`src/rtl/ffha_pkg.sv`:
```
`timescale 1ns / 1ps
// ----------------------------------------------------------------------------
// ffha_pkg : shared types and constants of the first-fit heap allocator
// Item kinds, status codes, controller states and the command/status bundles
// that join the controller to the datapath.
// ----------------------------------------------------------------------------
package ffha_pkg;

    localparam int POOL_BYTES_DEF = 4096;
    localparam int HEADER_BYTES   = 4;
    // Walk offset width: covers the last header plus header and any 16-bit size
    localparam int WALK_W         = 18;

    typedef enum logic [1:0] {
        KIND_INIT  = 2'd0,
        KIND_ALLOC = 2'd1,
        KIND_FREE  = 2'd2,
        KIND_STAT  = 2'd3
    } kind_t;

    typedef enum logic [1:0] {
        STAT_OK     = 2'd0,
        STAT_ZERO   = 2'd1,
        STAT_NOFIT  = 2'd2,
        STAT_BADPTR = 2'd3
    } status_t;

    typedef enum logic [3:0] {
        S_INIT,
        S_IDLE,
        S_DISPATCH,
        S_RD,
        S_EVAL,
        S_SPLIT,
        S_MARK,
        S_FREE_RD,
        S_FREE_WR,
        S_FINISH
    } fsm_state_t;

    typedef struct packed {
        logic    take;
        logic    wr_init;
        logic    rd_walk;
        logic    rd_free;
        logic    step;
        logic    wr_split;
        logic    wr_mark;
        logic    grant;
        logic    wr_free;
        logic    set_code;
        status_t code;
        logic    load_out;
    } ffha_cmd_t;

    typedef struct packed {
        kind_t kind;
        logic  req_zero;
        logic  null_ptr;
        logic  ptr_bad;
        logic  walk_end;
        logic  fits;
        logic  do_split;
        logic  nx_ok;
        logic  out_free;
    } ffha_sts_t;

endpackage

```
`src/rtl/ffha_ctrl.sv`:
```
`timescale 1ns / 1ps
// ----------------------------------------------------------------------------
// ffha_ctrl : allocator sequencer
// Steps each item through header reads, splits, flag updates and the
// hand-off of its result to the output register.
// ----------------------------------------------------------------------------
module ffha_ctrl (
    input  logic                aclk,
    input  logic                aresetn,
    input  logic                s_valid,
    output logic                s_ready,
    input  ffha_pkg::ffha_sts_t sts,
    output ffha_pkg::ffha_cmd_t cmd
);
    import ffha_pkg::*;

    fsm_state_t state_reg;
    fsm_state_t state_next;

    always_ff @(posedge aclk) begin
        if (!aresetn) begin
            state_reg <= S_INIT;
        end else begin
            state_reg <= state_next;
        end
    end

    always_comb begin
        state_next = state_reg;
        cmd        = '0;
        cmd.code   = STAT_OK;
        unique case (state_reg)
            S_INIT: begin
                // rebuild the single free block after reset
                cmd.wr_init = 1'b1;
                state_next  = S_IDLE;
            end
            S_IDLE: begin
                if (s_valid) begin
                    cmd.take   = 1'b1;
                    state_next = S_DISPATCH;
                end
            end
            S_DISPATCH: begin
                unique case (sts.kind)
                    KIND_INIT: begin
                        cmd.wr_init = 1'b1;
                        state_next  = S_FINISH;
                    end
                    KIND_ALLOC: begin
                        if (sts.req_zero) begin
                            cmd.set_code = 1'b1;
                            cmd.code     = STAT_ZERO;
                            state_next   = S_FINISH;
                        end else begin
                            state_next = S_RD;
                        end
                    end
                    KIND_FREE: begin
                        if (sts.null_ptr) begin
                            state_next = S_FINISH;
                        end else if (sts.ptr_bad) begin
                            cmd.set_code = 1'b1;
                            cmd.code     = STAT_BADPTR;
                            state_next   = S_FINISH;
                        end else begin
                            state_next = S_FREE_RD;
                        end
                    end
                    KIND_STAT: begin
                        state_next = S_RD;
                    end
                endcase
            end
            S_RD: begin
                if (sts.walk_end) begin
                    if (sts.kind == KIND_ALLOC) begin
                        cmd.set_code = 1'b1;
                        cmd.code     = STAT_NOFIT;
                    end
                    state_next = S_FINISH;
                end else begin
                    cmd.rd_walk = 1'b1;
                    state_next  = S_EVAL;
                end
            end
            S_EVAL: begin
                if (sts.kind == KIND_ALLOC && sts.fits) begin
                    state_next = (sts.do_split && sts.nx_ok) ? S_SPLIT : S_MARK;
                end else begin
                    cmd.step   = 1'b1;
                    state_next = S_RD;
                end
            end
            S_SPLIT: begin
                cmd.wr_split = 1'b1;
                state_next   = S_MARK;
            end
            S_MARK: begin
                cmd.wr_mark = 1'b1;
                cmd.grant   = 1'b1;
                state_next  = S_FINISH;
            end
            S_FREE_RD: begin
                cmd.rd_free = 1'b1;
                state_next  = S_FREE_WR;
            end
            S_FREE_WR: begin
                cmd.wr_free = 1'b1;
                state_next  = S_FINISH;
            end
            S_FINISH: begin
                if (sts.out_free) begin
                    cmd.load_out = 1'b1;
                    state_next   = S_IDLE;
                end
            end
            default: begin
                state_next = S_IDLE;
            end
        endcase
    end

    assign s_ready = (state_reg == S_IDLE);

endmodule

```
`config.mk`:
```
export PLATFORM = sky130hd
export DESIGN_NAME = ffha_ctrl
export DESIGN_NICKNAME = d
export VERILOG_FILES = /design/src/rtl/ffha_pkg.sv /design/src/rtl/ffha_ctrl.sv
export SDC_FILE = /design/constraint.sdc
export NUM_CORES = 1
export LEC_CHECK = 0
export ABC_AREA = 1
export BUFFER_PORTS_ARGS = -buffer_cell sky130_fd_sc_hd__buf_2
export CELL_PAD_IN_SITES_DETAIL_PLACEMENT = 1
export CELL_PAD_IN_SITES_GLOBAL_PLACEMENT = 1
export CORE_MARGIN = 2
export CORE_UTILIZATION = 26
export DETAILED_ROUTE_END_ITERATION = 12
export PLACE_DENSITY_LB_ADDON = 0.25
export SYNTH_ARGS = -nofsm -noshare
export SYNTH_HDL_FRONTEND = slang
export SYNTH_SLANG_ARGS = --single-unit
```
`constraint.sdc`:
```
create_clock -name aclk -period 1 [get_ports aclk]
set_input_delay 0.1 -clock aclk [delete_from_list [all_inputs] [get_ports aclk]]
set_output_delay 0.1 -clock aclk [all_outputs]
set_load 0.02 [all_outputs]
```
==> reports/results.txt, run 1 <==
Hpwl dp = 1690 um
Total gr overflow = 0
Crit end category = primary output
Setup ws final = -385 ps
Final ANT Viol Nets = 0
Fin Clk Skew = 1.63 ps
Port Buf Inserts = 26
DRT Pass-1 Iters = 4
CTS Buf Count = 3
Final net count = 175
Count of pins over their slew limit = 0
Share of flip-flops with an asynchronous set or reset = 0
Leak pwr = 0.627 nW
Post-Route Utilization = 0.543
CTS Hold Buffers Added = 0
Mapped Nets = 123
Die ar. = 2630 um2
Number of global-route vias before repair = 866
Worst vdd ir = 1240 uV
Relative slew slack = 0.870
Synthesized cell area = 582 um2
RSZ-0062 raised after global routing = true
FP Rows = 17
Distinct cell type count after synthesis = 21
Clk_lat worst skew = 230 ps
Post-route insts no fill = 183
Final min period = 1380 ps
Reg clk slew, reported paths = 40 ps
H-tree depth = 1
Final hold vios = 0
Delay of the slowest critical-path stage = 350 ps
P&R area growth vs syn = 102%
Critical path arrival = 1280 ps
CTS tree = built
Status = finished, violations left
DRC = 0
Core box area = 2170 um2
Syn_area_per_cell = 5.54 um2
CP Data Required Time = 900 ps
Count of flip-flops with a built-in enable after synthesis = 0
Slew @ Worst Pin = 194 ps
Via count = 835
Final period util = 1.38
DR vias/cell = 4.56
Syn. warnings = 0
Register area share after synthesis = 0.138
Synthesized instance count = 105
Crit Path Max Fanout = 4
Crit path top cell by count = buf_6
Dpl cell area = 848 um2
Power density over the cells = 1930 nW/um2
Routed WL = 2500 um
Clock sink count = 4
Initial Util = 0.268
Number of antenna violations at the first check in global routing = 0
Fill count = 290
Met3 wire len = 72 um
Crit start category = register
DR WL/cell = 13.6 um
Max-cap violations = 0
Root Buffer = clkbuf_4
M1 wire length = 1040 um
Clk buf depth = 2
Crit Path Class = register to primary output
Die Height = 51.3 um
Met2 routed wirelength = 1380 um
Max frequency = 0.722 GHz
Share of layout cells above drive strength 1 = 0.600
Largest net degree at the start of global routing = 8
First-pass GRT wire length = 3660 um
Gp weighted congestion = 0.813
Total GRT Usage = 0.186
DR iter-0 viols = 9
Yosys reg bits = 4
Worst hold path type = primary input to register
Num ports = 27
Final Instance Area = 1180 um2
Most used DFF post-synth = dfxtp_1
Failing checks = negative setup slack
DP Worst Slack = -253 ps
# placed instances = 167
Top layer reached by signal wires = met4
Max reg flops = 4
Die width = 51.3 um
Antenna cells = 0
Crit-path slowest cell = dfxtp_4
Setup violators final = 18
Crit-path cells = nor2_4 > buf_6 > nand2_4 > clkinv_1 > nand3_2 > nand2_2 > buf_6
## synth_stat cells, types with 2 or more instances
library cell	n	area share
nor2_4	2	0.039
inv_2	7	0.045
nand4_1	3	0.032
dfxtp_1	4	0.14
inv_1	15	0.097
nand2_2	3	0.032
nand2_1	27	0.17
o21ai_0	5	0.043
nor2_1	14	0.090
a21oi_1	3	0.026
nor2_2	4	0.043
ha_1	5	0.11
nand3_1	5	0.043
## through the flow
| step | hold slack [ps] | power, mW | TNS, ps |
|---|---|---|---|
| after floorplan | 198 | 1.04 | -282 |
| after global placement | 308 | 1.38 | -1570 |
| after detailed placement | 326 | 1.42 | -1820 |
| after CTS | 75.1 | 1.95 | -4880 |
| after global routing | 89.5 | 2.43 | -6340 |
| final | 86.0 | 2.27 | -5130 |
## final cells by class
type	instances	area, um2	share of cell area
well taps	28	35.0	0.0298
flip-flops and latches	4	95.1	0.0808
inverters	23	98.8	0.0840
clock buffers	3	22.5	0.0191
multi-input cells	77	532	0.452
repair buffers	48	394	0.335
## layer usage
metal  vias up  global-route usage
li1        423                   -
met1       394               0.204
met2        16               0.370
met3         2              0.0292
met4         0              0.0395
met5         -                   0
## final timing paths
| kind | from | to | slack (ps) | cells after the start |
|---|---|---|---|---|
| max | state_reg[3]$_SDFFE_PN0P_ | cmd[2] | -380 | 7 |
| min | aresetn | state_reg[3]$_SDFFE_PN0P_ | 90 | 3 |
| max reg2reg | state_reg[3]$_SDFFE_PN0P_ | state_reg[2]$_SDFFE_PN0P_ | -330 | 8 |
| min reg2reg | state_reg[0]$_SDFFE_PN0P_ | state_reg[0]$_SDFFE_PN0P_ | 850 | 5 |
## cell usage in the layout, fill, tap and decap left out, drive strengths merged, types with 3 or more instances in the layout
cell	count
clkbuf	3
nand3	6
dfxtp	4
ha	5
o21ai	6
inv	22
nand2	30
a21oi	3
buf	48
nor2	20
nand4	3
## worst max-delay path, delay by kind of cell (launching register included)
family	cells	cell delay, ps
DFF	1	350
and+or+nand+nor	4	380
buffers and inverters	3	330
## cell families after synthesis
logic type | count (synthesis) | synth area share
AND/OR/NAND/NOR | 62 | 0.503
buffers and inverters | 24 | 0.161
AO/OA/AOI/OAI | 10 | 0.0903
adder cells (fa/ha/maj) | 5 | 0.108
flip-flops | 4 | 0.138
## power breakdown
| part | total [mW] | switching [mW] | leakage (nW) | internal (mW) |
|---|---|---|---|---|
| clock | 0.203 | 0.0685 | 0.0138 | 0.134 |
| sequential | 0.370 | 0.131 | 0.0356 | 0.239 |
| combinational | 1.70 | 0.945 | 0.578 | 0.754 |
## timing repair
action                                  4_1_cts  5_1_grt
buffers inserted                              6        7
pin swaps                                     6       15
endpoints found under the setup margin       18       18
resized for setup                            37       28
gates cloned                                  0        0
endpoints found under the hold margin         0        0
(Power assumes the default switching activity.)
==> inputs of run 2 (changes only) <==
- CORE_MARGIN: 2 -> 1
==> run 2 against run 1 <==
  * The flow still finishes with violations (negative setup slack)
  * Hold slack lost 25 ps
  * Fmax grew 2.2%
  * Highest routed layer unchanged
  * Combinational power is essentially flat
  * Cell count is the same
  * Clock skew shrank 0.78 ps
  * Sequential share of layout area shrank 0.051 points
  * First-iteration DRC count grew 44%
  * Count of clock-buffer cells in the layout is the same
  * Worst setup slack gained 30 ps
==> reports/results.txt, run 2 (synthesis results as in run 1) <==
Hpwl dp = 1650 um
Setup TNS = -5080 ps
Num ports = 27
Clk_lat worst skew = 230 ps
Via count = 871
Count of pins over their slew limit = 0
CP Data Required Time = 900 ps
Setup violators final = 18
Worst path top cell family by delay = buffers and inverters
Core box area = 2040 um2
Crit-path slowest cell = dfxtp_4
Delay of the slowest critical-path stage = 350 ps
First-pass GRT wire length = 3750 um
Max-cap violations = 0
Crit Path Class = register to primary output
Setup ws final = -355 ps
Flop pwr share = 0.156
Crit-path cells = nor2_4 > buf_4 > buf_6 > nand4_1 > inv_1 > buf_6
Max reg flops = 4
Most common cell after layout, fill and taps aside = buf_4
Clock power share = 0.088
Most used routing layer = met2
Crit end category = primary output
Share of layout cells above drive strength 1 = 0.635
Reg clk slew, reported paths = 40 ps
Sw frac = 0.488
Routed WL = 2480 um
Clock sink count = 4
Crit path top cell by count = buf_6
Final net count = 176
CTS tree = built
Critical path arrival = 1250 ps
GR Util met2 = 0.395
Initial Util = 0.285
Root Buffer = clkbuf_4
Die Height = 49.3 um
Die width = 49.3 um
Worst vdd ir = 1140 uV
Final min period = 1350 ps
CTS Hold Buffers Added = 0
Number of antenna violations at the first check in global routing = 0
Final period util = 1.35
H-tree depth = 1
P&R area growth vs syn = 104%
Sw power = 1.11 mW
Combinational share of power = 0.756
Total gr overflow = 0
Largest net degree at the start of global routing = 7
Final hold vios = 0
# placed instances = 169
Crit Path Max Fanout = 4
Crit start category = register
RSZ-0062 raised after global routing = true
Power density over the cells = 1930 nW/um2
Most frequent cells in the layout = 21 x buf_4, 18 x nand2_1, 16 x buf_6
Post-route insts no fill = 183
DR vias/cell = 4.76
DRT Pass-1 Iters = 4
Worst hold path type = primary input to register
M3 GR Usage = 0.0125
Status = finished, violations left
DRC = 0
FP Rows = 16
Die ar. = 2430 um2
Final ANT Viol Nets = 0
DR WL/cell = 13.5 um
Clk buf depth = 2
Slew @ Worst Pin = 244 ps
Number of global-route vias before repair = 873
Failing checks = negative setup slack
Leak pwr = 0.636 nW
Met1 GRT Util = 0.217
Antenna cells = 0
Internal Dissipation = 1.17 mW
Relative slew slack = 0.836
Total GRT Usage = 0.196
Port Buf Inserts = 26
DR iter-0 viols = 13
Gp weighted congestion = 0.851
Fin Clk Skew = 0.854 ps
CTS Buf Count = 3
Max frequency = 0.738 GHz
Crit path buf inv count = 4
==> run 2: worst reg2reg max path: stages (launching register included) <==
cell     delay, ps
dfxtp_4        350
nor2_4         140
buf_4          130
buf_6          100
inv_4           50
nor2_4         100
nand2_2         90
nand2_2         70
inv_1           40
nand2_1         60
nor2_1          30
==> run 2: repair_timing <==
| action | CTS | global route |
|---|---|---|
| cloned | 0 | 0 |
| endpoints found under the hold margin | 0 | 0 |
| pin swaps | 5 | 11 |
| buffers inserted | 9 | 4 |
| resized for setup | 37 | 29 |
| endpoints found under the setup margin | 18 | 18 |
==> run 2: final cells by class <==
cell class                      count  area [um2]
Fill cell                         265         857
Multi-Input combinational cell     77         544
Timing Repair Buffer               49         398
Sequential cell                     4        95.1
Inverter                           23        91.3
Tap cell                           27        33.8
Clock buffer                        3        22.5
==> run 2: power groups by stage <==
| stage | Combinational (mW) | Sequential (mW) | Clock [mW] |
|---|---|---|---|
| floorplan | 0.741 | 0.301 | 0 |
| global placement | 1.10 | 0.307 | 0 |
| detailed placement | 1.13 | 0.308 | 0 |
| CTS | 1.48 | 0.348 | 0.202 |
| global route | 1.85 | 0.358 | 0.220 |
| finish | 1.72 | 0.357 | 0.201 |
==> run 2: final timing paths <==
path                        startpoint                   endpoint  slack (ps)  depth (start not counted)
max          state_reg[3]$_SDFFE_PN0P_                    cmd[10]        -350                          6
min                            aresetn  state_reg[3]$_SDFFE_PN0P_          60                          3
max reg2reg  state_reg[3]$_SDFFE_PN0P_  state_reg[1]$_SDFFE_PN0P_        -270                         10
min reg2reg  state_reg[1]$_SDFFE_PN0P_  state_reg[0]$_SDFFE_PN0P_         820                          5
==> run 2: through the flow <==
stage / setup WS [ps] / cell area (um2) / util / hold WS (ps) / power, mW
finish: -355 / 1180 / 0.580 / 60.7 / 2.28
global route: -456 / 1180 / 0.580 / 77.0 / 2.42
CTS: -328 / 1070 / 0.526 / 69.5 / 2.03
detailed placement: -297 / 870 / 0.426 / 308 / 1.44
global placement: -249 / 870 / 0.426 / 298 / 1.41
floorplan: -108 / 623 / - / 198 / 1.04
==> run 2: layer usage <==
layer / wire length (um) / up-vias / part of all wire
met1: 970 / 426 / 0.39
met5: 0 / - / 0
met3: 26 / 2 / 0.010
met2: 1470 / 18 / 0.59
met4: 10 / 0 / 0.0040
li1: - / 425 / -
